`config.mk`:
```
export PLATFORM = sky130hd
export DESIGN_NAME = version_vector_table_core
export DESIGN_NICKNAME = d
export VERILOG_FILES = /design/src/hw/rtl/vvt_pkg.sv /design/src/hw/rtl/vvt_store.sv /design/src/hw/rtl/vvt_ctrl.sv /design/src/hw/rtl/version_vector_table_core.sv
export SDC_FILE = /design/constraint.sdc
export NUM_CORES = 1
export LEC_CHECK = 0
export BUFFER_PORTS_ARGS = -buffer_cell sky130_fd_sc_hd__buf_4
export CORE_UTILIZATION = 40
export CTS_CLUSTER_DIAMETER = 200
export CTS_CLUSTER_SIZE = 12
export DETAILED_ROUTE_END_ITERATION = 10
export PLACE_DENSITY = 0.58
export SLEW_MARGIN = 15
export SYNTH_ARGS = -nofsm -noshare
export SYNTH_HDL_FRONTEND = slang
export SYNTH_SLANG_ARGS = --single-unit
export TNS_END_PERCENT = 1
```
`constraint.sdc`:
```
create_clock -name clock -period 8.8 [get_ports clock]
set_clock_uncertainty 0.05 [all_clocks]
set_input_delay 1.32 -clock clock [delete_from_list [all_inputs] [get_ports clock]]
set_output_delay 1.32 -clock clock [all_outputs]
set_load 0.005 [all_outputs]
```
`src/hw/rtl/vvt_pkg.sv`:
```
`timescale 1ns / 1ps
package vvt_pkg;

   localparam int ENTRIES_DEFAULT = 16;
   localparam int NODE_W = 16;
   localparam int SEQ_W = 32;
   localparam int REQ_DATA_W = 48;
   localparam int REQ_USER_W = 4;
   localparam int RSP_DATA_W = 40;
   localparam int RSP_USER_W = 1;

   typedef enum logic [2:0] {
      OP_INC   = 3'd0,
      OP_GET   = 3'd1,
      OP_SET   = 3'd2,
      OP_MERGE = 3'd3,
      OP_CMP   = 3'd4
   } op_type;

   typedef enum logic [1:0] {
      REL_EQUAL      = 2'd0,
      REL_LESS       = 2'd1,
      REL_GREATER    = 2'd2,
      REL_CONCURRENT = 2'd3
   } rel_type;

   typedef enum logic {
      STATUS_OK   = 1'b0,
      STATUS_FULL = 1'b1
   } status_type;

   typedef struct packed {
      logic [NODE_W-1:0] node_id;
      logic [SEQ_W-1:0]  seq;
   } entry_type;

endpackage

```
`src/hw/rtl/vvt_store.sv`:
```
`timescale 1ns / 1ps
module vvt_store #(
   parameter int ENTRIES = vvt_pkg::ENTRIES_DEFAULT,
   parameter int IW = (ENTRIES > 1) ? $clog2(ENTRIES) : 1
) (
   input  logic                clock,
   input  logic                wr_en,
   input  logic [IW-1:0]       wr_addr,
   input  vvt_pkg::entry_type  wr_data,
   input  logic [IW-1:0]       rd_addr,
   output vvt_pkg::entry_type  rd_data
);
   import vvt_pkg::*;

   entry_type entry_mem [ENTRIES];
   entry_type rd_data_ff;

   always_ff @(posedge clock) begin
      if (wr_en) begin
         entry_mem[wr_addr] <= wr_data;
      end
      rd_data_ff <= entry_mem[rd_addr];
   end

   assign rd_data = rd_data_ff;

endmodule

```
`src/hw/rtl/vvt_ctrl.sv`:
```
`timescale 1ns / 1ps
module vvt_ctrl #(
   parameter int ENTRIES = vvt_pkg::ENTRIES_DEFAULT,
   parameter int IW = (ENTRIES > 1) ? $clog2(ENTRIES) : 1,
   parameter int CW = $clog2(ENTRIES + 1)
) (
   input  logic                        clock,
   input  logic                        reset,
   input  logic                        req_tvalid,
   output logic                        req_tready,
   input  logic [vvt_pkg::REQ_DATA_W-1:0] req_tdata,
   input  logic [vvt_pkg::REQ_USER_W-1:0] req_tuser,
   input  logic                        req_tlast,
   output logic                        rsp_tvalid,
   input  logic                        rsp_tready,
   output logic [vvt_pkg::RSP_DATA_W-1:0] rsp_tdata,
   output logic [vvt_pkg::RSP_USER_W-1:0] rsp_tuser,
   output logic                        wr_en,
   output logic [IW-1:0]               wr_addr,
   output vvt_pkg::entry_type          wr_data,
   output logic [IW-1:0]               rd_addr,
   input  vvt_pkg::entry_type          rd_data
);
   import vvt_pkg::*;

   typedef enum logic [1:0] {
      ST_IDLE,
      ST_SCAN,
      ST_APPLY
   } state_type;

   state_type         state_ff, state_in;
   op_type            op_ff, op_in;
   logic [NODE_W-1:0] id_ff, id_in;
   logic [SEQ_W-1:0]  seq_ff, seq_in;
   logic              has_ff, has_in;
   logic              last_ff, last_in;
   logic [CW-1:0]     scan_ff, scan_in;
   logic              rdv_ff, rdv_in;
   logic [IW-1:0]     rdi_ff, rdi_in;
   logic              hit_ff, hit_in;
   logic [IW-1:0]     hidx_ff, hidx_in;
   logic [SEQ_W-1:0]  hseq_ff, hseq_in;
   logic              sweep_ff, sweep_in;
   logic [CW-1:0]     count_ff, count_in;
   logic [ENTRIES-1:0] seen_ff, seen_in;
   logic              lg_ff, lg_in;
   logic              gl_ff, gl_in;
   logic              rsp_valid_ff, rsp_valid_in;
   logic [SEQ_W-1:0]  rsp_value_ff, rsp_value_in;
   rel_type           rsp_rel_ff, rsp_rel_in;
   status_type        rsp_status_ff, rsp_status_in;

   op_type            req_op;
   logic              issue;
   logic              match;
   logic              full_scan;
   logic              tab_full;
   logic              produce;
   logic              stall;
   logic [SEQ_W-1:0]  local_seq;
   logic              lg_next;
   logic              gl_next;

   assign req_op    = op_type'(req_tuser[2:0]);
   assign issue     = scan_ff < count_ff;
   assign match     = rdv_ff && (rd_data.node_id == id_ff);
   assign full_scan = (op_ff == OP_CMP) && last_ff;
   assign tab_full  = count_ff == CW'(ENTRIES);
   assign produce   = (op_ff != OP_CMP) || last_ff;
   assign stall     = produce && rsp_valid_ff && !rsp_tready;
   assign local_seq = hit_ff ? hseq_ff : '0;
   assign lg_next   = lg_ff && !(has_ff && (local_seq < seq_ff));
   assign gl_next   = gl_ff && !(has_ff && (local_seq > seq_ff)) && !sweep_ff;

   assign req_tready = state_ff == ST_IDLE;
   assign rd_addr    = scan_ff[IW-1:0];

   always_comb begin
      state_in      = state_ff;
      op_in         = op_ff;
      id_in         = id_ff;
      seq_in        = seq_ff;
      has_in        = has_ff;
      last_in       = last_ff;
      scan_in       = scan_ff;
      rdv_in        = rdv_ff;
      rdi_in        = rdi_ff;
      hit_in        = hit_ff;
      hidx_in       = hidx_ff;
      hseq_in       = hseq_ff;
      sweep_in      = sweep_ff;
      count_in      = count_ff;
      seen_in       = seen_ff;
      lg_in         = lg_ff;
      gl_in         = gl_ff;
      rsp_valid_in  = rsp_valid_ff && !rsp_tready;
      rsp_value_in  = rsp_value_ff;
      rsp_rel_in    = rsp_rel_ff;
      rsp_status_in = rsp_status_ff;
      wr_en         = 1'b0;
      wr_addr       = hidx_ff;
      wr_data       = '{node_id: id_ff, seq: seq_ff};

      case (state_ff)
         ST_IDLE: begin
            if (req_tvalid) begin
               op_in    = req_op;
               id_in    = req_tdata[15:0];
               seq_in   = req_tdata[47:16];
               has_in   = req_tuser[3];
               last_in  = req_tlast;
               scan_in  = '0;
               rdv_in   = 1'b0;
               hit_in   = 1'b0;
               sweep_in = 1'b0;
               if (req_op <= OP_CMP) begin
                  state_in = ST_SCAN;
               end
            end
         end
         ST_SCAN: begin
            rdv_in = issue;
            rdi_in = scan_ff[IW-1:0];
            if (issue) begin
               scan_in = scan_ff + 1'b1;
            end
            if (match && !hit_ff) begin
               hit_in  = 1'b1;
               hidx_in = rdi_ff;
               hseq_in = rd_data.seq;
            end
            // unseen nonzero local entries at the end of a compare run
            if (full_scan && rdv_ff && !seen_ff[rdi_ff] && (rd_data.seq != '0)
                && !(match && has_ff)) begin
               sweep_in = 1'b1;
            end
            if ((!rdv_ff && !issue) || (!full_scan && (hit_ff || match))) begin
               state_in = ST_APPLY;
            end
         end
         ST_APPLY: begin
            if (!stall) begin
               state_in = ST_IDLE;
               if (produce) begin
                  rsp_valid_in  = 1'b1;
                  rsp_value_in  = '0;
                  rsp_rel_in    = REL_EQUAL;
                  rsp_status_in = STATUS_OK;
               end
               case (op_ff)
                  OP_INC: begin
                     if (hit_ff) begin
                        wr_en        = 1'b1;
                        wr_data.seq  = hseq_ff + 1'b1;
                        rsp_value_in = hseq_ff + 1'b1;
                     end else if (!tab_full) begin
                        wr_en        = 1'b1;
                        wr_addr      = count_ff[IW-1:0];
                        wr_data.seq  = SEQ_W'(1);
                        rsp_value_in = SEQ_W'(1);
                        count_in     = count_ff + 1'b1;
                     end else begin
                        rsp_status_in = STATUS_FULL;
                     end
                  end
                  OP_GET: begin
                     rsp_value_in = local_seq;
                  end
                  OP_SET, OP_MERGE: begin
                     if (hit_ff) begin
                        wr_en = (op_ff == OP_SET) || (seq_ff > hseq_ff);
                     end else if (!tab_full) begin
                        wr_en    = 1'b1;
                        wr_addr  = count_ff[IW-1:0];
                        count_in = count_ff + 1'b1;
                     end else begin
                        rsp_status_in = STATUS_FULL;
                     end
                  end
                  OP_CMP: begin
                     lg_in = lg_next;
                     gl_in = gl_next;
                     if (has_ff && hit_ff) begin
                        seen_in[hidx_ff] = 1'b1;
                     end
                     if (last_ff) begin
                        if (lg_next && gl_next) begin
                           rsp_rel_in = REL_EQUAL;
                        end else if (gl_next) begin
                           rsp_rel_in = REL_LESS;
                        end else if (lg_next) begin
                           rsp_rel_in = REL_GREATER;
                        end else begin
                           rsp_rel_in = REL_CONCURRENT;
                        end
                        seen_in = '0;
                        lg_in   = 1'b1;
                        gl_in   = 1'b1;
                     end
                  end
                  default: begin
                     state_in = ST_IDLE;
                  end
               endcase
            end
         end
         default: begin
            state_in = ST_IDLE;
         end
      endcase
   end

   always_ff @(posedge clock) begin
      op_ff         <= op_in;
      id_ff         <= id_in;
      seq_ff        <= seq_in;
      has_ff        <= has_in;
      last_ff       <= last_in;
      scan_ff       <= scan_in;
      rdi_ff        <= rdi_in;
      hidx_ff       <= hidx_in;
      hseq_ff       <= hseq_in;
      rsp_value_ff  <= rsp_value_in;
      rsp_rel_ff    <= rsp_rel_in;
      rsp_status_ff <= rsp_status_in;
      if (reset) begin
         state_ff     <= ST_IDLE;
         rdv_ff       <= 1'b0;
         hit_ff       <= 1'b0;
         sweep_ff     <= 1'b0;
         count_ff     <= '0;
         seen_ff      <= '0;
         lg_ff        <= 1'b1;
         gl_ff        <= 1'b1;
         rsp_valid_ff <= 1'b0;
      end else begin
         state_ff     <= state_in;
         rdv_ff       <= rdv_in;
         hit_ff       <= hit_in;
         sweep_ff     <= sweep_in;
         count_ff     <= count_in;
         seen_ff      <= seen_in;
         lg_ff        <= lg_in;
         gl_ff        <= gl_in;
         rsp_valid_ff <= rsp_valid_in;
      end
   end

   assign rsp_tvalid = rsp_valid_ff;
   assign rsp_tdata  = {6'b0, rsp_rel_ff, rsp_value_ff};
   assign rsp_tuser  = rsp_status_ff;

   a_count_bound: assert property (@(posedge clock) disable iff (reset)
      count_ff <= CW'(ENTRIES))
      else $error("entry count beyond table depth");

   a_count_step: assert property (@(posedge clock) disable iff (reset)
      (count_ff != $past(count_ff)) |-> (count_ff == $past(count_ff) + 1'b1))
      else $error("entry count moved by more than one");

   a_write_apply: assert property (@(posedge clock) disable iff (reset)
      wr_en |-> (state_ff == ST_APPLY) && !stall)
      else $error("table write outside apply step");

   a_rsp_source: assert property (@(posedge clock) disable iff (reset)
      $rose(rsp_valid_ff) |-> ($past(state_ff) == ST_APPLY))
      else $error("result raised without an apply step");

endmodule

```
`src/hw/rtl/version_vector_table_core.sv`:
```
`timescale 1ns / 1ps
// Version vector table of up to ENTRIES (node id, sequence) pairs held in one
// synchronous memory; an absent node reads as 0. Each request transfer is
// looked up by scanning the stored entries in order, one memory read a cycle,
// then applied in a single read-modify-write step. A miss or a compare marked
// last scans all entry_count entries, while a lookup stops at its hit. The
// next request is taken in the cycle after the result step. A compare
// marked last always scans the whole table to find unseen nonzero entries.
// Requests are taken one at a time; a finished result sits in an output
// register so the next request can be accepted while it waits, but that
// request's result step holds until the earlier result is taken.
// Increment, set and merge on a miss into a full table are dropped with
// status 1. Codes 5 to 7 in req_type are consumed without a result.
module version_vector_table_core #(
   parameter int ENTRIES = vvt_pkg::ENTRIES_DEFAULT
) (
   input  logic clock,
   input  logic reset,
   input  logic req_tvalid,
   output logic req_tready,
   input  logic [vvt_pkg::REQ_DATA_W-1:0] req_tdata,  // node_id, seq
   input  logic [vvt_pkg::REQ_USER_W-1:0] req_tuser,  // req_type, has_entry
   input  logic req_tlast,
   output logic rsp_tvalid,
   input  logic rsp_tready,
   output logic [vvt_pkg::RSP_DATA_W-1:0] rsp_tdata,  // value, relation, zero fill
   output logic [vvt_pkg::RSP_USER_W-1:0] rsp_tuser   // status
);
   import vvt_pkg::*;

   localparam int IW = (ENTRIES > 1) ? $clog2(ENTRIES) : 1;

   logic          wr_en;
   logic [IW-1:0] wr_addr;
   entry_type     wr_data;
   logic [IW-1:0] rd_addr;
   entry_type     rd_data;

   vvt_ctrl #(
      .ENTRIES(ENTRIES)
   ) u_ctrl (
      .clock     (clock),
      .reset     (reset),
      .req_tvalid(req_tvalid),
      .req_tready(req_tready),
      .req_tdata (req_tdata),
      .req_tuser (req_tuser),
      .req_tlast (req_tlast),
      .rsp_tvalid(rsp_tvalid),
      .rsp_tready(rsp_tready),
      .rsp_tdata (rsp_tdata),
      .rsp_tuser (rsp_tuser),
      .wr_en     (wr_en),
      .wr_addr   (wr_addr),
      .wr_data   (wr_data),
      .rd_addr   (rd_addr),
      .rd_data   (rd_data)
   );

   vvt_store #(
      .ENTRIES(ENTRIES)
   ) u_store (
      .clock  (clock),
      .wr_en  (wr_en),
      .wr_addr(wr_addr),
      .wr_data(wr_data),
      .rd_addr(rd_addr),
      .rd_data(rd_data)
   );

endmodule
```
# After elaboration in Yosys (flattened, before gate mapping)
# Memory sizes are Yosys's and may differ from the RTL's. A register that Yosys moved wholly into a read port is not among the register bits.
# Index checks and enable logic that the tools add are counted.
dict set report op_classes {
  addsub 3
  bitwise_logic 4
  order_cmp 8
  reduce_logical 53
  mux 58
  eq_ne 16
}
# cell count
set ops {}
lappend ops {{32-bit 2-to-1 mux} 9}
lappend ops {{32-bit > comparator} 2}
lappend ops {{32-bit case mux with 2 select lines} 1}
lappend ops {{32-bit by 1-bit adder with 32-bit output (second input constant)} 1}
lappend ops {{32-bit < comparator} 1}
lappend ops {{16-bit 2-to-1 mux} 2}
lappend ops {{32-bit nonzero test} 1}
lappend ops {{1-bit 2-to-1 mux} 22}
lappend ops {{1-bit logical AND} 21}
lappend ops {{4-bit 2-to-1 mux} 5}
lappend ops {{2-bit 2-to-1 mux} 9}
lappend ops {{16-bit == test} 1}
lappend ops {{16-bit OR} 1}
lappend ops {{3-bit AND reduction} 4}
lappend ops {{5-bit by 1-bit adder with 5-bit output (second input constant)} 2}
lappend ops {{1-bit logical NOT} 10}
lappend ops {{4-bit by 5-bit < comparator with 1-bit output (second input constant)} 2}
lappend ops {{5-bit 2-to-1 mux} 2}
lappend ops {{2-bit by 1-bit != test with 1-bit output (second input constant)} 5}
lappend ops {{5-bit case mux with 2 select lines} 1}
lappend ops {{1-bit case mux with 2 select lines} 4}
lappend ops {{2-bit AND reduction} 4}
lappend ops {{4-bit AND reduction} 2}
lappend ops {{3-bit by 2-bit == test with 1-bit output (second input constant)} 2}
lappend ops {{other kinds (21)} 28}
dict set report word_totals {
  word_cells 164
  ram_bits 768
  out_inout_bits 43
  memories 1
  ff_bits 162
}
# name words word_bits read_ports rd_ports_with_merged_regs write_ports line_no
set mem_list {}
lappend mem_list {u_store.entry_mem 16 48 1 1 1 vvt_store.sv:15} ;# entry_type entry_mem [ENTRIES];

# Logic depth before layout (Yosys ltp)
dict set report logic_depth {
  ltp_word 10
  depth_mapped 12
  ltp_nobuf 9
}

# By module
# From an unflattened synthesis, not the netlist that was laid out.
dict set report unflattened {
  cells_unflattened 2161
  hier_area_um2 39141.3
}
# mod n_inst cells_per_inst area_per_inst_um2 seq_area_each_um2
set modules_own_cells {}
lappend modules_own_cells {vvt_store 1 1242 29691.0 24023.0}
lappend modules_own_cells {vvt_ctrl 1 919 9450.3 4574.4}

# Least setup slack after synthesis
# OpenSTA, ideal clock, no wires.
dict set report synth_timing {
  path_type {input to register}
  start {input rsp_tready}
  end {memory u_store.entry_mem[12][0] in the netlist's numbering (enable)}
  n_path_buf 1
  setup_time_ps 590
  path_stages 6
  arrival_ps 7247
  required_ps 8160
  path_slack_ps 913
  cell_sequence {nand2b_1 and3_1 and2_1 buf_2 o32ai_1 nor4b_1}
}
dict set report synth_via {
  elab_chain_cells 6
  word_cells_on_any_way 8
  cone_classes {6 x mux; 2 x reduce/logical}
}
# item line_no
set synth_lines {}
lappend synth_lines {{start, declared} version_vector_table_core.sv:25} ;# input logic rsp_tready,
lappend synth_lines {{1-bit logical NOT (*)} vvt_ctrl.sv:71} ;# assign stall = produce && rsp_valid_ff && !rsp_tready;
lappend synth_lines {{1-bit logical AND (*)} vvt_ctrl.sv:71}
lappend synth_lines {{1-bit 2-to-1 mux} vvt_ctrl.sv:143} ;# if (!stall) begin
lappend synth_lines {{1-bit 2-to-1 mux} vvt_ctrl.sv:105} ;# case (state_ff)
lappend synth_lines {{1-bit 2-to-1 mux} vvt_store.sv:19} ;# if (wr_en) begin
lappend synth_lines {{1-bit 2-to-1 mux (not written as such)} vvt_store.sv:20} ;# entry_mem[wr_addr] <= wr_data;
lappend synth_lines {{end, declared} vvt_store.sv:15}
# Every way passes the cells marked *; elsewhere a longest branch is shown, timed or not.

# Worst setup path in the final report
dict set report layout_timing {
  start {register u_ctrl.op_ff[0]}
  end {memory u_store.entry_mem[1][41] in the netlist's numbering (enable)}
}
dict set report layout_via {
  elab_chain_cells 8
  word_cells_on_any_way 19
  cone_classes {3 x eq/ne; 9 x mux; 7 x reduce/logical}
}
# item line_no
set layout_lines {}
lappend layout_lines {{start, declared} vvt_ctrl.sv:33} ;# op_type op_ff, op_in;
lappend layout_lines {{start signal, assigned} vvt_ctrl.sv:215} ;# op_ff <= op_in;
lappend layout_lines {{3-bit by 2-bit == test with 1-bit output / 3-bit != test (equally long branches)} {vvt_ctrl.sv:151, vvt_ctrl.sv:172, vvt_ctrl.sv:70}}
lappend layout_lines {{1-bit logical OR (on tied branches)} {vvt_ctrl.sv:172, vvt_ctrl.sv:70}}
lappend layout_lines {{1-bit 2-to-1 mux / 1-bit logical AND (equally long branches)} {vvt_ctrl.sv:171, vvt_ctrl.sv:71}}
lappend layout_lines {{1-bit case mux with 2 select lines / 1-bit logical AND (equally long branches)} {vvt_ctrl.sv:151, vvt_ctrl.sv:71}}
lappend layout_lines {{1-bit 2-to-1 mux} vvt_ctrl.sv:143}
lappend layout_lines {{1-bit 2-to-1 mux} vvt_ctrl.sv:105}
lappend layout_lines {{1-bit 2-to-1 mux} vvt_store.sv:19}
lappend layout_lines {{1-bit 2-to-1 mux (not written as such)} vvt_store.sv:20}
# Parallel ways exist; a longest one is shown, timed or not.

==> flow_summary.json <==
{
  "outcome": "completed",
  "min_period_ns": 4.52,
  "peakVddDrop_mv": 0.173,
  "grt_pass1_vias": 20700,
  "multi_input_area_mm2": 0.0102,
  "rsz0062_at_grt": "false",
  "synth_area_per_cell_um2": 18.9,
  "num_rows": 114,
  "required_ns": 9.03,
  "synthArstFlopShare_pct": 0,
  "r2r-start": "u_ctrl.op_ff[0]$_DFFE_PP_",
  "max_freq_mhz": 221,
  "p_leak_nw": 14.5,
  "hold_path_class": "flip-flop to flip-flop",
  "grt_pass1_wl_mm": 135,
  "setup_viol": 0,
  "slew_viol_final": 0,
  "cts_tree": "yes",
  "drc_errors": 0,
  "worst_pin_slew_ns": 1.12,
  "ys_ff_latch": 978,
  "r2r_cells": 6,
  "cts_hold_buffers": 0,
  "ys_warn_count": 0,
  "setup_tns_ns": 0,
  "overflow": 0,
  "final_core_util_pct": 45.8,
  "crit_start": "u_ctrl.op_ff[0]$_DFFE_PP_",
  "numPortBuffers": 93,
  "synthTopCellsByArea": "edfxtp_1 69%, mux4_2 14%, dfxtp_1 3.9%",
  "place_congestion": 0.867,
  "start_kind": "flip-flop",
  "register_area_mm2": 0.0286,
  "critPathMaxFanout": 29,
  "worstHoldStart": "u_store.rd_data[12]$_DFF_P_",
  "path_clk_slew_ns": 0.07,
  "die_h_um": 316,
  "crit_path_max_incr_delay_ns": 0.82,
  "avgViaCountPerCell": 5.51,
  "cts_num_sinks": 978,
  "dp_hpwl_mm": 50.7,
  "coreArea_mm2": 0.0971,
  "placed_area_mm2": 0.0418,
  "hold_depth": 0,
  "fin_crit_sh_pct": 51.3,
  "crit_type": "flip-flop to flip-flop",
  "drt-pass1-iter-count": 5,
  "numCtsBuffers": 91,
  "synth_top_area_cell": "edfxtp_1",
  "fillers": 8225,
  "dp_slack_ns": 3.97,
  "p_per_area_mw_per_mm2": 216,
  "worstPathCellList": "o21ai_0 -> nor2_1 -> a31oi_1 -> nand3_1 -> nor2_4 -> buf_4",
  "final_area_mm2": 0.0445,
  "clk_latency_ns": 0.67,
  "worst_slack_ns": 4.28,
  "die_area_mm2": 0.0997,
  "drive_gt1_share_pct": 23.4,
  "grt_use_total_pct": 18.5,
  "maxCapViolCount": 0,
  "ys.flop_type": "edfxtp_1",
  "ios": 100,
  "root_buffer": "clkbuf_16",
  "htree_levels": 3,
  "drt_iter0_drc": 1690,
  "synth_edf_count": 901,
  "synthesis.area_mm2": 0.0394,
  "synthTopCellsByCount": "901 x edfxtp_1, 245 x mux4_2, 100 x nand2_1, 79 x nor2_1",
  "die_w_um": 316,
  "area_growth_pct": 12.9,
  "post_cts_resized": 0,
  "postCtsSetupBuffers": 0,
  "hold_viol": 0,
  "yosysSeqAreaShare_pct": 72.7,
  "start_util_pct": 40.5,
  "synth.most_common_cell": "edfxtp_1",
  "cp_slowest_cell": "edfxtp_1",
  "end_kind": "flip-flop",
  "clk_path_buf_depth": 3,
  "wl_per_cell_um": 25.3,
  "grt_max_degree": 111,
  "worst_ep_arrival_time_ns": 4.75,
  "synth_cell_type_count": 69,
  "final_nets": 2366,
  "vias": 19700,
  "postRouteAntennaNets": 0,
  "synth_top_area_share_pct": 68.7,
  "routed_wl_mm": 90.7,
  "slew_headroom_pct": 25.7,
  "ff2ff_setup_slack_ns": 4.28,
  "antenna_found_initial": 1,
  "syn-instance-count": 2085
}
## stage by stage
stage,hold WS [ns],std cells,total power [mW]
after floorplan,0.359,2090,5.82
after global placement,0.368,3418,6.05
after global routing,0.397,3579,9.91
after CTS,0.376,3579,9.68
final,0.375,3580,9.58
after detailed placement,0.369,3420,6.07
## cells by family after synthesis
kind of cell    after synthesis  synth area share, %
simple gates                356                 4.67
xor+xnor                     70                 1.56
flops                       978                 72.7
other cells                   1              0.00953
compound gates              183                 2.78
buf+inv                     176                 1.90
fa+ha+maj                    72                 2.29
mux                         249                 14.1
## sequential cells by signal, indices dropped and copies added (netlist names), 2 cells and up
| name | count |
|---|---|
| u_ctrl.hidx_ff | 4 |
| u_store.entry_mem | 768 |
| u_ctrl.seq_ff | 32 |
| u_ctrl.state_ff | 2 |
| u_ctrl.hseq_ff | 32 |
| u_ctrl.scan_ff | 5 |
| u_ctrl.rsp_rel_ff | 2 |
| u_ctrl.op_ff | 3 |
| u_ctrl.rsp_value_ff | 32 |
| u_store.rd_data | 48 |
| u_ctrl.rdi_ff | 4 |
| u_ctrl.count_ff | 5 |
| u_ctrl.id_ff | 16 |
| u_ctrl.seen_ff | 16 |
## critical path, delay by kind of cell (launching register included)
kind                   cells  cell delay [ns]
AOI/OAI and AO/OA          2             1.52
and+or+nand+nor            3             1.14
DFF                        1             0.82
buffers and inverters      1             0.59
## metal layers
metal / vias to the layer above / global-route usage (%) / part of all wire (%)
li1: 8615 / - / -
met1: 10300 / 26.3 / 44
met2: 625 / 29.7 / 48
met3: 146 / 2.62 / 5.3
met4: 0 / 5.64 / 2.7
met5: - / 0 / 0
## area by class of cell
cell class / instances / area share [%]
sequential: 978 / 64.3
multi-input combinational: 936 / 22.9
clock buffer: 152 / 5.64
tap: 1276 / 3.59
timing repair buffer: 153 / 2.61
inverter: 77 / 0.650
clock inverter: 7 / 0.276
antenna: 1 / 0.00563
## report_power, final
part	internal [mW]	leakage, nW	switching [mW]
Clock	1.95	1.25	1.68
Combinational	0.325	4.42	0.347
Sequential	5.19	8.79	0.0956
Total	7.46	14.5	2.12
## worst paths after layout
check	to
worst max-delay path	u_store.entry_mem[1][41]$_DFFE_PP_
worst min-delay path	u_ctrl.hseq_ff[12]$_DFFE_PP_
worst max register to register	u_store.entry_mem[1][41]$_DFFE_PP_
worst min register to register	u_ctrl.hseq_ff[12]$_DFFE_PP_
## placed cells by master, fill, tap and decap left out, types with 68 or more instances in the layout
cell and n:
inv_1 76, o21ai_0 70, buf_4 152, ha_1 72, dfxtp_1 77, nand2_1 100
nor2_1 68, edfxtp_1 901, mux4_2 245, clkbuf_16 91
No activity file was read; power rests on OpenSTA's default activity.
